--- config.mk ---
export PLATFORM = sky130hd
export DESIGN_NAME = mpfb_ctrl
export DESIGN_NICKNAME = d
export VERILOG_FILES = /design/src/rtl/mpfb_pkg.sv /design/src/rtl/mpfb_ctrl.sv
export SDC_FILE = /design/constraint.sdc
export NUM_CORES = 1
export LEC_CHECK = 0
export BUFFER_PORTS_ARGS = -buffer_cell sky130_fd_sc_hd__buf_2
export CAP_MARGIN = 5
export CORE_MARGIN = 4
export CORE_UTILIZATION = 52
export CTS_CLUSTER_DIAMETER = 30
export CTS_CLUSTER_SIZE = 30
export DETAILED_ROUTE_END_ITERATION = 16
export PLACE_DENSITY = 0.81
export SLEW_MARGIN = 20
export SYNTH_ARGS = -nofsm -noshare
export SYNTH_HDL_FRONTEND = slang
export SYNTH_SLANG_ARGS = --single-unit
--- constraint.sdc ---
create_clock -name clk_i -period 6.1 [get_ports clk_i]
set_input_delay 1.22 -clock clk_i [delete_from_list [all_inputs] [get_ports clk_i]]
set_output_delay 1.22 -clock clk_i [all_outputs]
set_load 0.02 [all_outputs]
--- src/rtl/mpfb_pkg.sv ---
package mpfb_pkg;

  // Default panel geometry
  localparam int PANEL_WIDTH_DEF  = 128;
  localparam int PANEL_HEIGHT_DEF = 64;
  localparam int GLYPH_WIDTH_DEF  = 6;

  // Fixed field widths
  localparam int PIXEL_WORD_W = 64;
  localparam int WORD_IDX_W   = 7;
  localparam int GLYPH_BITS   = 40;
  localparam int GLYPH_COLS   = 5;
  // Byte counter inside one character (glyph width is at most 8)
  localparam int CHAR_CNT_W   = 3;

  localparam logic [7:0] BYTE_ONES = 8'hFF;
  localparam logic [7:0] BYTE_ZERO = 8'h00;

  typedef enum logic [3:0] {
    OP_PIX_CLR = 4'd0,
    OP_PIX_SET = 4'd1,
    OP_PIX_INV = 4'd2,
    OP_FILL    = 4'd3,
    OP_CLEAR   = 4'd4,
    OP_CURSOR  = 4'd5,
    OP_CHAR    = 4'd6,
    OP_RAW     = 4'd7,
    OP_PAGE    = 4'd8,
    OP_TOGGLE  = 4'd9
  } op_e;

  // Store control from the sequencer
  typedef struct packed {
    logic rd_en;
    logic wr_en;
    logic fill_en;
    logic fill_ones;
  } mem_ctl_t;

  // Glyph column byte; columns past the fifth read as zero
  function automatic logic [7:0] glyph_byte(input logic [GLYPH_BITS-1:0] g,
                                            input logic [CHAR_CNT_W-1:0] i);
    case (i)
      3'd0:    return g[7:0];
      3'd1:    return g[15:8];
      3'd2:    return g[23:16];
      3'd3:    return g[31:24];
      3'd4:    return g[39:32];
      default: return BYTE_ZERO;
    endcase
  endfunction

endpackage

--- src/rtl/mpfb_ctrl.sv ---
// Command sequencer: decodes a word, runs byte read-modify-write passes on
// the store, streams page reads and registers the result word.
module mpfb_ctrl import mpfb_pkg::*; #(
  parameter int PANEL_WIDTH  = PANEL_WIDTH_DEF,
  parameter int PANEL_HEIGHT = PANEL_HEIGHT_DEF,
  parameter int GLYPH_WIDTH  = GLYPH_WIDTH_DEF,
  localparam int NUM_WORDS   = PANEL_WIDTH * (PANEL_HEIGHT / 8) / 8,
  localparam int WAW         = $clog2(NUM_WORDS)
) (
  input  logic                    clk_i,
  input  logic                    rst_ni,
  input  logic                    start_i,
  output logic                    busy_o,
  input  logic [3:0]              opcode_i,
  input  logic [6:0]              x_coord_i,
  input  logic [5:0]              y_coord_i,
  input  logic [2:0]              text_row_i,
  input  logic [4:0]              text_col_i,
  input  logic [GLYPH_BITS-1:0]   glyph_columns_i,
  input  logic                    invert_char_i,
  input  logic                    step_back_i,
  input  logic [7:0]              raw_byte_i,
  input  logic [2:0]              page_index_i,
  output mem_ctl_t                mem_ctl_o,
  output logic [WAW-1:0]          rd_addr_o,
  output logic [WAW-1:0]          wr_addr_o,
  output logic [PIXEL_WORD_W-1:0] wr_data_o,
  input  logic [PIXEL_WORD_W-1:0] rd_data_i,
  output logic                    result_valid_o,
  output logic [PIXEL_WORD_W-1:0] pixel_word_o,
  output logic [WORD_IDX_W-1:0]   word_index_o,
  output logic                    last_word_o,
  output logic                    display_on_o
);

  localparam int STORE_BYTES = PANEL_WIDTH * (PANEL_HEIGHT / 8);
  localparam int AW          = $clog2(STORE_BYTES);
  localparam int CW          = AW + 2;
  localparam int PAGE_COUNT  = PANEL_HEIGHT / 8;
  localparam int WPP         = PANEL_WIDTH / 8;
  localparam int KW          = $clog2(WPP);
  localparam int BACK_K      = (2 * GLYPH_WIDTH) % STORE_BYTES;

  typedef enum logic [3:0] {
    ST_IDLE = 4'b0001,
    ST_RD   = 4'b0010,
    ST_WR   = 4'b0100,
    ST_PAGE = 4'b1000
  } state_e;

  // Reduce a value below four store sizes into the store
  function automatic logic [AW-1:0] wrap_addr(input logic [CW-1:0] v);
    logic [CW-1:0] r;
    r = v;
    for (int i = 0; i < 3; i++) begin
      if (r >= CW'(STORE_BYTES)) begin
        r = r - CW'(STORE_BYTES);
      end
    end
    return r[AW-1:0];
  endfunction

  state_e                  state_q, state_d;
  op_e                     op_q, op_d;
  logic [AW-1:0]           addr_q, addr_d;
  logic [AW-1:0]           cursor_q, cursor_d;
  logic [7:0]              mask_q, mask_d;
  logic [GLYPH_BITS-1:0]   glyph_q, glyph_d;
  logic                    inv_q, inv_d;
  logic                    back_q, back_d;
  logic [7:0]              raw_q, raw_d;
  logic [CHAR_CNT_W-1:0]   cnt_q, cnt_d;
  logic                    disp_q, disp_d;
  logic [WAW-1:0]          page_base_q, page_base_d;
  logic [KW-1:0]           k_q, k_d;
  logic                    pend_q, pend_d;
  logic [WAW-1:0]          pend_idx_q, pend_idx_d;
  logic                    pend_last_q, pend_last_d;
  logic                    out_valid_q, out_valid_d;
  logic [PIXEL_WORD_W-1:0] pixel_word_q, pixel_word_d;
  logic [WORD_IDX_W-1:0]   word_index_q, word_index_d;
  logic                    last_q, last_d;
  logic                    disp_out_q, disp_out_d;

  logic                    accept;
  logic                    done_wr;
  logic                    pix_op;
  logic [AW-1:0]           sel_addr;
  logic [2:0]              lane;
  logic [7:0]              old_byte;
  logic [7:0]              new_byte;
  logic [7:0]              char_byte;
  logic [AW-1:0]           cur_inc;
  logic [AW-1:0]           cur_back;
  logic [CW-1:0]           pix_sum;
  logic [CW-1:0]           cur_sum;
  logic [4:0]              page_wrap;
  logic [WAW-1:0]          page_rd_addr;
  logic [WAW+WORD_IDX_W-1:0] idx_ext;

  // Handshake: free in idle once the page pipe is empty, or on the last write
  assign pix_op  = op_q inside {OP_PIX_CLR, OP_PIX_SET, OP_PIX_INV};
  assign done_wr = (state_q == ST_WR) &&
                   ((op_q != OP_CHAR) || (cnt_q == CHAR_CNT_W'(GLYPH_WIDTH - 1)));
  assign busy_o  = !(((state_q == ST_IDLE) && !pend_q) || done_wr);
  assign accept  = start_i && !busy_o;

  // Byte address of the current read-modify-write
  assign sel_addr = pix_op ? addr_q : cursor_q;
  assign lane     = sel_addr[2:0];
  assign old_byte = rd_data_i[{lane, 3'b000} +: 8];

  assign char_byte = ((cnt_q == CHAR_CNT_W'(GLYPH_WIDTH - 1)) ? BYTE_ZERO
                      : glyph_byte(glyph_q, cnt_q)) ^ (inv_q ? BYTE_ONES : BYTE_ZERO);

  always_comb begin
    case (op_q)
      OP_PIX_CLR: new_byte = old_byte & ~mask_q;
      OP_PIX_SET: new_byte = old_byte | mask_q;
      OP_PIX_INV: new_byte = old_byte ^ mask_q;
      OP_RAW:     new_byte = raw_q;
      OP_CHAR:    new_byte = char_byte;
      default:    new_byte = old_byte;
    endcase
  end

  // Merge the new byte into the word just read
  always_comb begin
    wr_data_o = rd_data_i;
    for (int j = 0; j < 8; j++) begin
      if (lane == 3'(j)) begin
        wr_data_o[8*j +: 8] = new_byte;
      end
    end
  end

  // Address arithmetic
  assign pix_sum  = CW'(x_coord_i) + CW'(y_coord_i[5:3]) * CW'(PANEL_WIDTH);
  assign cur_sum  = CW'(text_row_i) * CW'(PANEL_WIDTH) + CW'(text_col_i) * CW'(GLYPH_WIDTH);
  assign cur_inc  = wrap_addr(CW'(cursor_q) + CW'(1));
  assign cur_back = wrap_addr(CW'(cur_inc) + CW'(STORE_BYTES - BACK_K));

  always_comb begin
    page_wrap = {2'b00, page_index_i};
    if (page_wrap >= 5'(PAGE_COUNT)) begin
      page_wrap = page_wrap - 5'(PAGE_COUNT);
    end
  end

  assign page_rd_addr = page_base_q + WAW'(k_q);
  assign idx_ext      = {{WORD_IDX_W{1'b0}}, pend_idx_q};

  // Store port
  assign mem_ctl_o.rd_en     = (state_q == ST_RD) || (state_q == ST_PAGE);
  assign mem_ctl_o.wr_en     = (state_q == ST_WR);
  assign mem_ctl_o.fill_en   = accept && ((opcode_i == OP_FILL) || (opcode_i == OP_CLEAR));
  assign mem_ctl_o.fill_ones = (opcode_i == OP_FILL);
  assign rd_addr_o = (state_q == ST_PAGE) ? page_rd_addr : sel_addr[AW-1:3];
  assign wr_addr_o = sel_addr[AW-1:3];

  // Sequencer
  always_comb begin
    state_d      = state_q;
    op_d         = op_q;
    addr_d       = addr_q;
    cursor_d     = cursor_q;
    mask_d       = mask_q;
    glyph_d      = glyph_q;
    inv_d        = inv_q;
    back_d       = back_q;
    raw_d        = raw_q;
    cnt_d        = cnt_q;
    disp_d       = disp_q;
    page_base_d  = page_base_q;
    k_d          = k_q;
    pend_d       = 1'b0;
    pend_idx_d   = pend_idx_q;
    pend_last_d  = pend_last_q;
    out_valid_d  = 1'b0;
    pixel_word_d = pixel_word_q;
    word_index_d = word_index_q;
    last_d       = last_q;
    disp_out_d   = disp_out_q;

    case (state_q)
      ST_IDLE: begin
        state_d = ST_IDLE;
      end
      ST_RD: begin
        state_d = ST_WR;
      end
      ST_WR: begin
        if (op_q == OP_RAW) begin
          cursor_d = cur_inc;
        end else if (op_q == OP_CHAR) begin
          cursor_d = cur_inc;
          cnt_d    = cnt_q + CHAR_CNT_W'(1);
          if (done_wr && back_q) begin
            cursor_d = cur_back;
          end
        end
        state_d = done_wr ? ST_IDLE : ST_RD;
      end
      ST_PAGE: begin
        pend_d      = 1'b1;
        pend_idx_d  = page_rd_addr;
        pend_last_d = (k_q == KW'(WPP - 1));
        k_d         = k_q + KW'(1);
        if (k_q == KW'(WPP - 1)) begin
          state_d = ST_IDLE;
        end
      end
      default: begin
        state_d = ST_IDLE;
      end
    endcase

    // Page word comes back from the store
    if (pend_q) begin
      out_valid_d  = 1'b1;
      pixel_word_d = rd_data_i;
      word_index_d = idx_ext[WORD_IDX_W-1:0];
      last_d       = pend_last_q;
      disp_out_d   = disp_q;
    end

    // New command word
    if (accept) begin
      state_d = ST_IDLE;
      case (opcode_i)
        OP_PIX_CLR, OP_PIX_SET, OP_PIX_INV: begin
          op_d    = op_e'(opcode_i);
          addr_d  = wrap_addr(pix_sum);
          mask_d  = 8'b1 << y_coord_i[2:0];
          state_d = ST_RD;
        end
        OP_FILL, OP_CLEAR: begin
          state_d = ST_IDLE;
        end
        OP_CURSOR: begin
          cursor_d = wrap_addr(cur_sum);
        end
        OP_CHAR: begin
          op_d    = OP_CHAR;
          glyph_d = glyph_columns_i;
          inv_d   = invert_char_i;
          back_d  = step_back_i;
          cnt_d   = '0;
          state_d = ST_RD;
        end
        OP_RAW: begin
          op_d    = OP_RAW;
          raw_d   = raw_byte_i;
          state_d = ST_RD;
        end
        OP_PAGE: begin
          if (disp_q) begin
            page_base_d = WAW'(int'(page_wrap) * WPP);
            k_d         = '0;
            state_d     = ST_PAGE;
          end
        end
        OP_TOGGLE: begin
          disp_d       = !disp_q;
          out_valid_d  = 1'b1;
          pixel_word_d = '0;
          word_index_d = '0;
          last_d       = 1'b1;
          disp_out_d   = !disp_q;
        end
        default: begin
          state_d = ST_IDLE;
        end
      endcase
    end
  end

  // Control state
  always_ff @(posedge clk_i or negedge rst_ni) begin
    if (!rst_ni) begin
      state_q     <= ST_IDLE;
      cursor_q    <= '0;
      cnt_q       <= '0;
      disp_q      <= 1'b1;
      k_q         <= '0;
      pend_q      <= 1'b0;
      out_valid_q <= 1'b0;
    end else begin
      state_q     <= state_d;
      cursor_q    <= cursor_d;
      cnt_q       <= cnt_d;
      disp_q      <= disp_d;
      k_q         <= k_d;
      pend_q      <= pend_d;
      out_valid_q <= out_valid_d;
    end
  end

  // Payload
  always_ff @(posedge clk_i) begin
    op_q         <= op_d;
    addr_q       <= addr_d;
    mask_q       <= mask_d;
    glyph_q      <= glyph_d;
    inv_q        <= inv_d;
    back_q       <= back_d;
    raw_q        <= raw_d;
    page_base_q  <= page_base_d;
    pend_idx_q   <= pend_idx_d;
    pend_last_q  <= pend_last_d;
    pixel_word_q <= pixel_word_d;
    word_index_q <= word_index_d;
    last_q       <= last_d;
    disp_out_q   <= disp_out_d;
  end

  assign result_valid_o = out_valid_q;
  assign pixel_word_o   = pixel_word_q;
  assign word_index_o   = word_index_q;
  assign last_word_o    = last_q;
  assign display_on_o   = disp_out_q;

endmodule

Yosys cells after proc, flatten, opt, wreduce, memory -nomap -nowiden
Cells that the tools add are included.
{"block": "totals", "romBits": 0, "latchBits": 0, "reg_bits": 180, "elab_cells": 190, "in_bits": 145, "n_memories": 0, "ram_bits": 0}
{"block": "classes", "addsub": 19, "muxes": 72, "order_cmp": 12, "n_reduce_logical": 26, "n_eq_ne": 32, "div": 0, "n_shift": 2, "n_bitwise": 5, "multipliers": 1}
{"cell": "$mux 12", "count": 16}
{"cell": "$mux 64", "count": 3}
{"cell": "$mux 10", "count": 11}
{"cell": "$ge 12x11->1 const B", "count": 8}
{"cell": "$mux 8", "count": 10}
{"cell": "$pmux 8 s5", "count": 2}
{"cell": "$shiftx 64x7->8", "count": 1}
{"cell": "$sub 11x11->12 const B", "count": 4}
{"cell": "$sub 12x11->12 const B", "count": 4}
{"cell": "$ge 11x11->1 const B", "count": 4}
{"cell": "$sub 10x1->10 const B", "count": 4}
{"cell": "$eq 4x3->1 const B", "count": 7}
{"cell": "$mux 4", "count": 7}
{"cell": "$mux 7", "count": 4}
{"cell": "$pmux 4 s3", "count": 2}
{"cell": "$eq 3x3->1 const B", "count": 6}
{"cell": "$eq 4x2->1 const B", "count": 4}
{"cell": "$eq 4x4->1 const B", "count": 4}
{"cell": "$xor 8x8->8", "count": 2}
{"cell": "$mux 3", "count": 5}
{"cell": "$eq 3x2->1 const B", "count": 4}
{"cell": "$eq 4x1->1 const B", "count": 3}
{"cell": "$add 10x1->11 const B", "count": 1}
{"cell": "$add 10x10->11 const B", "count": 1}
{"cell": "26 further kinds", "count": 52}

Depth between registers and ports, before layout
Gate-level depths: netlist of the first run.
{"block": "depth", "word_depth": 20, "mapped_depth": 14, "ltp_nobuf": 12}

Worst setup path before layout of the first run
OpenSTA, ideal clock, no wires.
{"block": "synth_path", "path_type": "input to register", "startpoint": "input port start_i", "endpoint": "register back_q (enable)", "setup_ns": 0.510, "cell_stages": 4, "setup_slack_ns": 0.741, "t_arrival_ns": 4.849, "t_required_ns": 5.590, "cell_sequence": "o21ai_1 > nor2_1 > nand2_1 > nor3b_1"}
{"block": "synth_between", "elab_chain_cells": 2}
{"element": "start, declared", "line": "mpfb_ctrl.sv:12", "source": "input logic start_i,"}
{"element": "$logic_and 1x1->1", "line": "mpfb_ctrl.sv:106", "source": "assign accept = start_i && !busy_o;"}
{"element": "$reduce_and 2->1 (no line)"}
{"element": "end signal, assigned", "line": "mpfb_ctrl.sv:306", "source": "back_q <= back_d;"}
{"element": "end, declared", "line": "mpfb_ctrl.sv:70", "source": "logic back_q, back_d;"}
Every way passes these cells.
A chain may end at the register's enable or synchronous reset.

Final worst setup path of the first run
{"block": "layout_path", "startpoint": "register op_q[3]", "endpoint": "output port wr_data_o[14]"}
{"block": "layout_between", "elab_chain_cells": 7}
{"element": "start, declared", "line": "mpfb_ctrl.sv:64", "source": "op_e op_q, op_d;"}
{"element": "start signal, assigned", "line": "mpfb_ctrl.sv:301", "source": "op_q <= op_d;"}
{"element": "$eq 4x1->1, or another cell as far along", "line": "mpfb_ctrl.sv:102, mpfb_ctrl.sv:117"}
{"element": "$reduce_bool 3->1", "line": "mpfb_ctrl.sv:102", "source": "assign pix_op = op_q inside {OP_PIX_CLR, OP_PIX_SET, OP_PIX_INV};"}
{"element": "$mux 10", "line": "mpfb_ctrl.sv:109", "source": "assign sel_addr = pix_op ? addr_q : cursor_q;"}
{"element": "$shiftx 64x7->8", "line": "mpfb_ctrl.sv:111", "source": "assign old_byte = rd_data_i[{lane, 3'b000} +: 8];"}
{"element": "$xor 8x8->8, or another cell as far along", "line": "mpfb_ctrl.sv:120", "source": "OP_PIX_INV: new_byte = old_byte ^ mask_q;"}
{"element": "$pmux 8 s5", "line": "mpfb_ctrl.sv:117", "source": "case (op_q)"}
{"element": "$mux 8 (*)", "line": "mpfb_ctrl.sv:131", "source": "if (lane == 3'(j)) begin"}
{"element": "end, declared", "line": "mpfb_ctrl.sv:27", "source": "output logic [PIXEL_WORD_W-1:0] wr_data_o,"}
Every way passes the cells marked *; elsewhere a longest branch is shown, timed or not.

==> results, run 1 <==
- In the layout the commonest cells are sky130_fd_sc_hd__buf_2, sky130_fd_sc_hd__nor2_1, sky130_fd_sc_hd__nand2_1, sky130_fd_sc_hd__edfxtp_1, sky130_fd_sc_hd__mux2i_1.
- Max-cap violations in this run came to 0.
- The clock transition time at the flip-flop clock pins of the worst setup and hold paths is 0.07 ns.
- Global routing finished with a remaining overflow of 0.
- The count of placed standard cells in the final layout, fillers left out is 1,447.
- The design area is 11,700 um^2.
- The setup TNS after final layout is 0 ns.
- The required time at the worst-slack endpoint is 4.88 ns.
- The core region is 17,500 um^2.
- Counting every net in the synthesized netlist gives 1,107.
- The detail route stage leaves a number of antenna-violating nets equal to 0.
- For this block, the initial DRC count from the detailed router was 684.
- The number of flops mapped to enable cells by yosys is 83.
- The via count of the first global-routing pass was 7,706.
- The headroom to the max-slew limit is 36.7%.
- From bottom edge to top edge, the die measures 142 um.
- Measured on the finished design, the core utilization comes to 67.0%.
- The root buffer cell is sky130_fd_sc_hd__clkbuf_16.
- The data arrival at the endpoint of the critical path is 4.54 ns.
- The post-detailed-route DRC marker count is 0.
- Post-CTS timing repair inserted 0 buffers for setup.
- The number of setup violations in the final report is 0.
- Combinational cells account for 34.1% of the total power.
- The net switching power is 1.45 mW.
- Sequential cells account for 38.0% of the total power.
- For the pin with the worst max-slew slack, the measured transition is 0.950 ns.
- Counting every instance in the synthesized netlist gives 930.
- The number of gates resized after CTS is 0.
- The worst hold-check path type is register to register.
- Dividing total power by cell area gives a power density of 337 nW/um^2.
- Setup repair after global routing left no endpoint under its margin.
- The share of total power dissipated in the clock network is 27.9%.
- After synthesis the cells add up to 9370 um^2.
- The final critical path takes up 94.5% of the cycle.
- The H-tree depth reported by CTS is 4.
- For this run, the register share of the synthesized area comes to 48.6%.
- The clock tree buffer depth is 2.
- Entering global routing, the biggest net connects 56 pins.
- In the routed layout, each cell is associated on average with a via count of 5.68.
- The total wire length is 28.9 mm.
- Hold repair after CTS inserted 0 buffers.
- The switching share of total power is 36.7%.
- Global routing consumed, over all layers together, 28.0% of the routing resources.
- The total count of max-transition violations in the final report was 0.
- The leading cell type in the layout, fill and taps excluded is sky130_fd_sc_hd__buf_2.
- The final hold violation count is 0.
- The TritonCTS clock tree is done.
- The run finished with clean final reports.
- The endpoint kind of the worst setup timing path is an output port.
- 302 I/O pins were placed.
- The clock reaches the later pin of the worst-skew pair after 0.43 ns.
- On the final layout, the worst hold slack is 0.448 ns.
- The initial antenna violation count is 5.
- From synthesis to final layout, the design area changed by 24.9%.
- The highest clock frequency the design can meet is 173 MHz.
- The type of origin of the critical path is a register.
- Dividing the detail-routed wire length by the instance count gives 19.9 um.
- The net total in the final layout is 1,385.
- The starting density of the core is 53.6%.
- The first global-routing pass estimated 43.4 mm of wire.
- Including well taps, the total number of placed cells is 1,411.
- The total number of yosys warnings is 0.
- The post-synthesis area per instance is 10.1 um^2.
- After synthesis, the netlist uses 62 different library cells.
- CTS saw 180 sinks.
- Clock skew on the completed layout was measured at 0.0120 ns.
- The number of clock buffers inserted by TritonCTS is 17.
- Summing all placed instances gives a cell area of 11,100 um^2.
- The width of the die is 142 um.
- The standard-cell row count is 48.
- The overall via count from detail_route is 8,214.
- The worst path in the final design needs a cycle of 5.76 ns, including I/O delays and setup.
- Counting flops and latches in the post-synthesis netlist gives 180.
- The die covers 20,200 um^2.
- Summed over all nets, the half-perimeter wirelength after detailed placement is 22.1 mm.
- The analysis attributes to cell leakage a power of 5.18 nW.
- The post-route netlist has 33.4% of its cells at a drive strength greater than 1.
- The maximum ir drop on the vdd rail is 0.228 mV.
- Along the worst hold path, the cell count comes to 0.
- The cell-internal power is 2.50 mW.
- During placement, the flow inserted port buffers numbering 301.
- Along the worst path, the maximum fanout reaches 18.
- The startpoint-to-endpoint class of the critical path is register to output port.
- The commonest register cell after synthesis is sky130_fd_sc_hd__edfxtp_1.
- The cell count of the worst reg-to-reg path is 9.
- At the end of routability-driven placement, the weighted congestion stood at 0.940.
- The share of synthesized flip-flops with an asynchronous set or reset is 13.3%.
- The length of the first detailed-routing pass in iterations is 7.
-- cell families after synthesis --
| group | share of synthesized area [%] |
|---|---|
| flip-flops | 48.6 |
| adder cells (fa/ha/maj) | 4.35 |
| multiplexers | 14.1 |
| AND/OR/NAND/NOR | 14.8 |
| XOR/XNOR | 2.80 |
| buffers and inverters | 3.90 |
| AO/OA/AOI/OAI | 11.4 |
-- synth_stat cells (5+ instances only) --
library cell	n	share of area (%)
sky130_fd_sc_hd__a22oi_1	7	0.56
sky130_fd_sc_hd__o21ai_0	67	3.6
sky130_fd_sc_hd__buf_2	10	0.53
sky130_fd_sc_hd__clkbuf_1	41	1.6
sky130_fd_sc_hd__nand2_1	106	4.2
sky130_fd_sc_hd__dfxtp_1	73	16
sky130_fd_sc_hd__a32oi_1	8	0.75
sky130_fd_sc_hd__mux4_2	14	3.4
sky130_fd_sc_hd__a211oi_1	6	0.48
sky130_fd_sc_hd__nor2_1	140	5.6
sky130_fd_sc_hd__nor3_1	8	0.43
sky130_fd_sc_hd__dfrtp_1	22	5.9
sky130_fd_sc_hd__o211ai_1	7	0.56
sky130_fd_sc_hd__buf_1	5	0.20
sky130_fd_sc_hd__mux2_2	12	1.4
sky130_fd_sc_hd__xnor2_1	12	1.1
sky130_fd_sc_hd__nand3b_1	8	0.64
sky130_fd_sc_hd__o21ai_2	9	0.84
sky130_fd_sc_hd__o21ai_1	10	0.53
sky130_fd_sc_hd__nand3_1	14	0.75
sky130_fd_sc_hd__mux2i_1	81	8.7
sky130_fd_sc_hd__nand4_1	6	0.40
sky130_fd_sc_hd__ha_1	31	4.1
sky130_fd_sc_hd__edfxtp_1	83	27
sky130_fd_sc_hd__inv_1	33	1.3
sky130_fd_sc_hd__a21oi_1	34	1.8
sky130_fd_sc_hd__xor2_1	18	1.7
sky130_fd_sc_hd__nand2b_1	5	0.33
-- sequential cells by signal, indices dropped and copies added, names as in the netlist --
register        count
state_q             4
pend_last_q         1
cnt_q               3
k_q                 4
cursor_q           10
word_index_o        7
pixel_word_o       64
display_on_o        1
mask_q              8
addr_q             10
result_valid_o      1
pend_idx_q          7
inv_q               1
pend_q              1
op_q                4
raw_q               8
glyph_q            40
last_word_o         1
page_base_q         3
back_q              1
disp_q              1
-- area by class of cell --
cell class                 instances  area (um^2)
fill                            1376         5780
sequential                       180         4560
multi-input combinational        658         4490
timing repair buffer             316         1640
clock buffer                      22          487
tap                              225          282
inverter                          35          131
clock inverter                    10          108
antenna                            1         2.50
-- power groups by stage --
stage | combinational, mW | sequential (mW) | clock (mW)
final | 1.35 | 1.50 | 1.10
after global routing | 1.45 | 1.52 | 1.17
after CTS | 1.33 | 1.50 | 1.12
after detailed placement | 1.32 | 1.52 | 0
after global placement | 1.29 | 1.52 | 0
after floorplan | 0.781 | 1.59 | 0
-- layer usage --
layer  GRT usage [%]  vias up  part of all wire [%]
li1                -     3829                     -
met1            34.8     3799                    38
met2            46.0      483                    48
met3            7.59       95                   9.7
met4            12.4        8                   4.2
met5               0        -                  0.16
-- worst max-delay path, stage by stage (launching register included) --
cell,delay [ns]
sky130_fd_sc_hd__edfxtp_1,0.59
sky130_fd_sc_hd__a211oi_4,0.27
sky130_fd_sc_hd__buf_4,0.25
sky130_fd_sc_hd__mux2i_2,0.23
sky130_fd_sc_hd__buf_4,0.29
sky130_fd_sc_hd__mux4_2,0.58
sky130_fd_sc_hd__mux2_2,0.32
sky130_fd_sc_hd__ha_1,0.28
sky130_fd_sc_hd__o21ai_0,0.07
sky130_fd_sc_hd__a21oi_1,0.15
sky130_fd_sc_hd__nand2_1,0.08
sky130_fd_sc_hd__o22ai_2,0.46
sky130_fd_sc_hd__o21ai_0,0.32
sky130_fd_sc_hd__buf_2,0.23
-- final timing paths --
kind / slack (ns) / endpoint / start
worst min register to register: 0.45 / pend_idx_q[6] / page_base_q[6]
max in group asynchronous: 4.87 / pend_q / rst_ni
worst max-delay path: 0.34 / wr_data_o[14] / op_q[3]
min in group asynchronous: 0.79 / result_valid_o / rst_ni
worst min-delay path: 0.45 / pend_idx_q[6] / page_base_q[6]
worst max register to register: 2.70 / pixel_word_o[48] / cnt_q[1]
-- metrics by stage --
stage | worst slack, ns | power [mW]
6_report | 0.336 | 3.95
5_1_grt | 0.175 | 4.14
4_1_cts | 0.254 | 3.94
3_5_place_dp | 0.741 | 2.84
3_3_place_gp | 0.805 | 2.81
2_1_floorplan | 0.741 | 2.37
Power figures use the tool's default switching activity.
==> inputs of run 2 (changes only) <==
- CORE_ASPECT_RATIO: not set -> 0.7
- REMOVE_ABC_BUFFERS: not set -> 1
==> results, run 2 (same netlist as run 1, synthesis figures left out) <==
- The placed instance count is 1,418 (was 1,411).
- The detailed router's first-iteration violation count was 842 (was 684).
- The number of buffers inserted by hold repair at cts is 0 (unchanged).
- Setup repair after global routing missed its margin: false (unchanged).
- The via count of the first global-routing pass came to 7,698 (was 7,706).
- The endpoint kind of the worst setup timing path was an output port (unchanged).
- The length of the first detailed-routing pass in iterations came to 5 (was 7).
- The highest metal layer with signal wires is met5 (unchanged).
- The count of fill cells added during filler insertion is 1,355 (was 1,376).
- The root buffer cell is sky130_fd_sc_hd__clkbuf_16 (unchanged).
- The post-CTS setup buffer count was 0 (unchanged).
- The starting density of the core is 53.8% (was 53.6%).
- The routability congestion estimate came to 0.865 (was 0.940).
- The largest net degree at the start of global routing was 58 (was 56).
- The number of setup violations in the final report is 0 (unchanged).
- The transition at the pin with the smallest max-transition slack was 0.943 ns (was 0.950 ns).
- Outcome: complete, no violations (unchanged).
- The fraction of final layout cells sized beyond drive strength 1 is 33.6% (was 33.4%).
- The design area was 11,700 um^2 (about the same).
- The setup TNS after final layout is 0 ns (unchanged).
- The total wire length came to 27.2 mm (was 28.9 mm).
- The width of the die came to 168 um (was 142 um).
- The total die area is 20,300 um^2 (was 20,200 um^2).
- The largest stage delay on the critical path came to 0.78 ns (was 0.59 ns).
- The type of origin of the critical path is a register (unchanged).
- The number of clock buffers inserted by TritonCTS is 17 (unchanged).
- The number of maximum-capacitance violations is 0 (unchanged).
- The clock insertion delay at the later pin of the skew report is 0.42 ns (was 0.43 ns).
- The number of nets with antenna violations after routing is 0 (unchanged).
- The placed wire-length estimate is 20.4 mm (was 22.1 mm).
- The remaining global-route overflow is 0 (unchanged).
- The clock transition time at the flip-flop clock pins of the worst setup and hold paths was 0.07 ns (about the same).
- The total number of clock tree sinks was 180 (unchanged).
- The cell with the largest stage delay on the worst path is sky130_fd_sc_hd__mux2i_4 (was sky130_fd_sc_hd__edfxtp_1).
- The total count of max-transition violations in the final report is 0 (unchanged).
- The area growth from synthesis to final layout is 24.5% (was 24.9%).
- The H-tree depth reported by CTS is 4 (unchanged).
- The overall via count from detail_route is 8,172 (was 8,214).
- The final hold violation count is 0 (unchanged).
- The height of the die is 120 um (was 142 um).
- The count of placed standard cells in the final layout, fillers left out was 1,451 (was 1,447).
- The net total in the final layout is 1,383 (was 1,385).
- The power per unit of standard cell area came to 335 nW/um^2 (was 337 nW/um^2).
- The clock tree buffer depth is 2 (unchanged).
- The maximum fanout along the worst path is 19 (was 18).
- The I/O pin total was 302 (unchanged).
- The data arrival at the endpoint of the critical path came to 4.49 ns (was 4.54 ns).
- The worst hold path depth is 0 (unchanged).
- The via-per-instance ratio is 5.63 (was 5.68).
- The cell area after placement is 11,100 um^2 (about the same).
- The ratio of final minimum period to clock period was 93.7% (was 94.5%).
- The core occupancy in the finished layout is 67.0% (about the same).
- The count of buffers from port buffering is 301 (unchanged).
- Highest-count cells in the layout ignoring fill and taps: sky130_fd_sc_hd__buf_2, sky130_fd_sc_hd__nor2_1, sky130_fd_sc_hd__nand2_1, sky130_fd_sc_hd__edfxtp_1, sky130_fd_sc_hd__mux2i_1 (unchanged).
- The number of flip-flops in the largest register came to 64 (unchanged).
- The TritonCTS clock tree is done (unchanged).
- The number of logic stages on the critical path including buffering is 14 (was 13).
- The cell class contributing the biggest share of worst-path delay is multiplexers (was compound AO/OA/AOI/OAI gates).
- The final period demand of the worst path came to 5.71 ns (was 5.76 ns).
- The initial antenna violation count is 5 (unchanged).
- The leading cell type in the layout, fill and taps excluded is sky130_fd_sc_hd__buf_2 (unchanged).
- The global-route total usage across every layer came to 26.2% (was 28.0%).
- The headroom to the max-slew limit is 37.2% (was 36.7%).
- The required time at the worst-slack endpoint is 4.88 ns (about the same).
- The number of gates resized after CTS is 0 (unchanged).
- The total buffers and inverters traversed by the critical path is 4 (was 3).
- The standby leakage power came to 5.16 nW (was 5.18 nW).
- The post-detailed-route DRC marker count is 0 (unchanged).
- The mean routed wirelength per cell is 18.8 um (was 19.9 um).
- The met3 layer wire length in the routed design came to 2.52 mm (was 2.81 mm).
- The wire length of the first global-routing pass is 41.8 mm (was 43.4 mm).
- The core box area is 17,400 um^2 (was 17,500 um^2).
- The startpoint-to-endpoint class of the critical path is register to output port (unchanged).
- The final worst clock skew is 0.0113 ns (was 0.0120 ns).
- The worst hold-check path type is register to register (unchanged).
- The maximum ir drop on the vdd rail is 0.212 mV (was 0.228 mV).
- The cell count of the worst reg-to-reg path was 9 (unchanged).
- The wire length the detailed router placed on met1 is 11.2 mm (was 10.9 mm).
- The final hold slack was 0.467 ns (was 0.448 ns).
- Worst-path cell chain: buf_4 > a211oi_4 > buf_4 > mux2i_4 > mux4_2 > mux2i_1 > inv_1 > ha_1 > a211oi_1 > nor3_1 > o21ai_0 > o21ai_2 > o21ai_0 > buf_2 (was a211oi_4 > buf_4 > mux2i_2 > buf_4 > mux4_2 > mux2_2 > ha_1 > o21ai_0 > a21oi_1 > nand2_1 > o22ai_2 > o21ai_0 > buf_2).
- The highest clock frequency the design can meet is 175 MHz (was 173 MHz).
- The routed wire length on met2 is 12.6 mm (was 13.9 mm).
- The standard-cell row count is 40 (was 48).
## run 2: routing by layer
metal | track usage, % | up-vias
li1 | - | 3843
met1 | 35.6 | 3848
met2 | 41.3 | 409
met3 | 6.41 | 64
met4 | 8.97 | 8
met5 | 0 | -
## run 2: path summary, 6_finish.rpt
path,startpoint,end,slack [ns]
max in group asynchronous,rst_ni,pend_q,4.88
min in group asynchronous,rst_ni,pend_q,0.79
setup reg to reg,cnt_q[1],pixel_word_o[35],2.36
setup / recovery,op_q[3],wr_data_o[37],0.39
hold reg to reg,page_base_q[6],pend_idx_q[6],0.47
hold / removal,page_base_q[6],pend_idx_q[6],0.47
## run 2: cell type report
type	count	area (um^2)	share of cell area, %
clock buffers	20	489	4.19
repair buffers	314	1600	13.7
diodes	1	2.50	0.0214
well taps	231	289	2.48
inverters	35	131	1.13
multi-input cells	658	4480	38.4
flip-flops and latches	180	4560	39.1
clock inverters	12	114	0.976
## run 2: through the flow
stage / power, mW / setup slack [ns]
after global routing: 4.11 / 0.0102
after CTS: 3.92 / 0.360
after global placement: 2.79 / 1.00
after floorplan: 2.35 / -0.371
after detailed placement: 2.83 / 0.838
final: 3.91 / 0.386
## run 2: power breakdown
part           leakage (nW)  internal [mW]  switching, mW
clock                 0.303          0.629          0.473
sequential             1.64           1.39          0.111
combinational          3.22          0.476          0.834
==> inputs of run 3 (changes only) <==
- ABC_AREA: not set -> 1
- SETUP_SLACK_MARGIN: not set -> 0.5
==> results, run 3 <==
- The total count of max-transition violations in the final report is 0 (unchanged).
- The remaining global-route overflow is 0 (unchanged).
- The placed wire-length estimate is 24.1 mm (was 20.4 mm).
- The length of the first detailed-routing pass in iterations is 6 (was 5).
- The share of synthesized flip-flops with an asynchronous set or reset is 13.3% (unchanged).
- The total die area came to 21,500 um^2 (was 20,300 um^2).
- The I/O pin total is 302 (unchanged).
- The clock tree buffer depth is 2 (unchanged).
- The starting density of the core was 53.0% (was 53.8%).
- The routed wire length on met2 is 14.3 mm (was 12.6 mm).
- The register bit total from synthesis was 180 (unchanged).
- Setup repair after global routing missed its margin: false (unchanged).
- The commonest register cell after synthesis was sky130_fd_sc_hd__edfxtp_1 (unchanged).
- The final hold slack came to 0.452 ns (was 0.467 ns).
- The maximum ir drop on the vdd rail was 0.257 mV (was 0.212 mV).
- The clock transition time at the flip-flop clock pins of the worst setup and hold paths is 0.07 ns (about the same).
- The sequential cell area fraction in the yosys report was 45.6% (was 48.6%).
- The highest clock frequency the design can meet came to 196 MHz (was 175 MHz).
- The highest metal layer with signal wires is met5 (unchanged).
- The number of setup violations in the final report is 0 (unchanged).
- The TritonCTS clock tree is done (unchanged).
- The cell-internal power came to 2.52 mW (was 2.50 mW).
- The initial antenna violation count is 4 (was 5).
- The overall via count from detail_route is 9,895 (was 8,172).
- The post-CTS setup buffer count is 0 (unchanged).
- The via-per-instance ratio is 5.48 (was 5.63).
- The clock share of power is 27.2% (was 28.2%).
- The standard-cell row count is 42 (was 40).
- The number of instances in the synthesized netlist was 1,278 (was 930).
- The summed instance area of the synthesized netlist is 9990 um^2 (was 9370 um^2).
- The proportion of netlist area held by the largest area contributor was 24.9% (was 26.6%).
- The wire length the detailed router placed on met1 is 13.8 mm (was 11.2 mm).
- The final worst clock skew is 0.00934 ns (was 0.0113 ns).
- The fraction of final layout cells sized beyond drive strength 1 is 28.0% (was 33.6%).
- The type of origin of the critical path is a register (unchanged).
- The part of the total power dissipated in sequential elements is 37.4% (was 38.4%).
- The count of fill cells added during filler insertion is 1,648 (was 1,355).
- The ratio of final minimum period to clock period is 83.7% (was 93.7%).
- The transition at the pin with the smallest max-transition slack is 1.02 ns (was 0.943 ns).
- The root buffer cell is sky130_fd_sc_hd__clkbuf_16 (unchanged).
- The clock insertion delay at the later pin of the skew report was 0.44 ns (was 0.42 ns).
- The count of buffers from port buffering is 301 (unchanged).
- The final hold violation count is 0 (unchanged).
- The net total in the final layout is 1,727 (was 1,383).
- The data arrival at the endpoint of the critical path is 3.88 ns (was 4.49 ns).
- The setup TNS after final layout is 0 ns (unchanged).
- The switching share of total power is 39.0% (was 36.2%).
- The area growth from synthesis to final layout is 21.8% (was 24.5%).
- The routability congestion estimate is 0.927 (was 0.865).
- The number of maximum-capacitance violations came to 0 (unchanged).
- The net switching power is 1.61 mW (was 1.42 mW).
- The core box area is 18,900 um^2 (was 17,400 um^2).
- The width of the die is 174 um (was 168 um).
- The number of flops mapped to enable cells by yosys is 83 (unchanged).
- The number of buffers inserted by hold repair at cts was 0 (unchanged).
- The final period demand of the worst path came to 5.10 ns (was 5.71 ns).
- The endpoint kind of the worst setup timing path is an output port (unchanged).
- The headroom to the max-slew limit came to 31.6% (was 37.2%).
- The standby leakage power is 5.89 nW (was 5.16 nW).
- The post-detailed-route DRC marker count came to 0 (unchanged).
- The library cell with the largest summed area after synthesis is sky130_fd_sc_hd__edfxtp_1 (unchanged).
- The total power after layout is 4.13 mW (was 3.91 mW).
- The most instantiated library cell after synthesis is sky130_fd_sc_hd__nand2_1 (was sky130_fd_sc_hd__nor2_1).
- The share of total power in combinational logic is 35.3% (was 33.5%).
- The total wire length is 32.0 mm (was 27.2 mm).
- The unique cell type count in the Yosys netlist is 48 (was 62).
- The H-tree depth reported by CTS was 4 (unchanged).
- The maximum fanout along the worst path came to 13 (was 19).
- The number of gates resized after CTS is 0 (unchanged).
- The met3 layer wire length in the routed design came to 3.38 mm (was 2.52 mm).
- Commonest cells in the synthesized netlist: sky130_fd_sc_hd__nand2_1, sky130_fd_sc_hd__nor2_1, sky130_fd_sc_hd__inv_1 (was sky130_fd_sc_hd__nor2_1, sky130_fd_sc_hd__nand2_1, sky130_fd_sc_hd__edfxtp_1).
- The total number of clock tree sinks is 180 (unchanged).
- The mean routed wirelength per cell is 17.7 um (was 18.8 um).
- The global-route total usage across every layer is 28.7% (was 26.2%).
- Outcome: complete, no violations (unchanged).
- The required time at the worst-slack endpoint was 4.88 ns (about the same).
- The wire length of the first global-routing pass came to 48.0 mm (was 41.8 mm).
- The number of clock buffers inserted by TritonCTS was 17 (unchanged).
- Highest-count cells in the layout ignoring fill and taps: sky130_fd_sc_hd__nand2_1, sky130_fd_sc_hd__buf_2, sky130_fd_sc_hd__nor2_1, sky130_fd_sc_hd__inv_1, sky130_fd_sc_hd__a21oi_1 (was sky130_fd_sc_hd__buf_2, sky130_fd_sc_hd__nor2_1, sky130_fd_sc_hd__nand2_1, sky130_fd_sc_hd__edfxtp_1, sky130_fd_sc_hd__mux2i_1).
- The total number of yosys warnings is 0 (unchanged).
- The height of the die is 124 um (was 120 um).
- The startpoint-to-endpoint class of the critical path is register to output port (unchanged).
- The number of flip-flops in the largest register came to 64 (unchanged).
- The detailed router's first-iteration violation count was 961 (was 842).
- The post-synthesis area per instance came to 7.82 um^2 (was 10.1 um^2).
- The power per unit of standard cell area came to 339 nW/um^2 (was 335 nW/um^2).
- The number of nets with antenna violations after routing is 0 (unchanged).
- The via count of the first global-routing pass is 8,840 (was 7,698).
- The largest net degree at the start of global routing is 75 (was 58).
- The worst hold-check path type is register to register (unchanged).
- The leading cell type in the layout, fill and taps excluded is sky130_fd_sc_hd__nand2_1 (was sky130_fd_sc_hd__buf_2).
- Leading post-synthesis cells by cell area: sky130_fd_sc_hd__edfxtp_1, sky130_fd_sc_hd__dfxtp_1, sky130_fd_sc_hd__nand2_1, sky130_fd_sc_hd__dfrtp_1, sky130_fd_sc_hd__a21oi_1 (was sky130_fd_sc_hd__edfxtp_1, sky130_fd_sc_hd__dfxtp_1, sky130_fd_sc_hd__mux2i_1, sky130_fd_sc_hd__dfrtp_1, sky130_fd_sc_hd__nor2_1).
## run 3: per-stage QoR
stage | cells | worst slack [ns] | area (um^2) | utilization [%]
after floorplan | 1223 | 1.09 | 9700 | -
after global placement | 1773 | 1.72 | 11600 | 61.4
after detailed placement | 1773 | 1.54 | 11600 | 61.4
after CTS | 1805 | 1.04 | 12200 | 64.5
after global routing | 1806 | 0.781 | 12200 | 64.5
final | 1806 | 0.997 | 12200 | 64.5
## run 3: final cells by class
class	instances	area (um^2)	share of cell area [%]
repair buffers	308	1560	12.8
inverters	123	462	3.79
diodes	1	2.50	0.0206
multi-input cells	920	4700	38.6
flip-flops and latches	180	4560	37.4
clock inverters	14	163	1.34
well taps	242	303	2.49
clock buffers	18	429	3.53
## run 3: critical path, stage by stage (launching register included)
cell and delay, ns:
sky130_fd_sc_hd__edfxtp_1 0.43, sky130_fd_sc_hd__nor2_4 0.18, sky130_fd_sc_hd__nand2_4 0.15, sky130_fd_sc_hd__nand2_1 0.11, sky130_fd_sc_hd__o21ai_2 0.05, sky130_fd_sc_hd__buf_4 0.20
sky130_fd_sc_hd__inv_1 0.53, sky130_fd_sc_hd__nand3_1 0.25, sky130_fd_sc_hd__nand2_1 0.16, sky130_fd_sc_hd__inv_1 0.06, sky130_fd_sc_hd__ha_1 0.18, sky130_fd_sc_hd__o221ai_1 0.19
sky130_fd_sc_hd__nor2_1 0.06, sky130_fd_sc_hd__o21ai_1 0.42, sky130_fd_sc_hd__nand3_1 0.16, sky130_fd_sc_hd__o21ai_1 0.11, sky130_fd_sc_hd__buf_2 0.18
## run 3: final timing paths
| path | startpoint | depth (start not counted) | slack [ns] | to |
|---|---|---|---|---|
| worst min register to register | page_base_q[4] | 0 | 0.45 | pend_idx_q[4] |
| min in group asynchronous | rst_ni | 1 | 0.79 | cursor_q[7] |
| max in group asynchronous | rst_ni | 1 | 4.86 | pend_q |
| worst min-delay path | page_base_q[4] | 0 | 0.45 | pend_idx_q[4] |
| worst max-delay path | op_q[3] | 16 | 1.0 | wr_data_o[12] |
| worst max register to register | cnt_q[2] | 10 | 2.71 | pixel_word_o[61] |
## run 3: logic make-up after synthesis
group / share of synthesized area [%]
AOI/OAI and AO/OA: 13.1
DFF: 45.6
buffers and inverters: 7.50
adders and majority gates: 4.08
and+or+nand+nor: 28.8
xor gates and xnor gates: 0.701
muxes: 0.113
## run 3: routing by layer
metal	up-vias	GRT usage (%)
met4	6	5.73
met1	4580	40.1
met5	-	0
met3	45	8.04
met2	528	45.5
li1	4736	-
## run 3: power groups by stage
stage	clock (mW)	combinational (mW)	sequential (mW)
4_1_cts	1.15	1.45	1.54
6_report	1.12	1.46	1.55
3_5_place_dp	0	1.44	1.57
3_3_place_gp	0	1.41	1.56
5_1_grt	1.20	1.59	1.57
2_1_floorplan	0	0.765	1.73
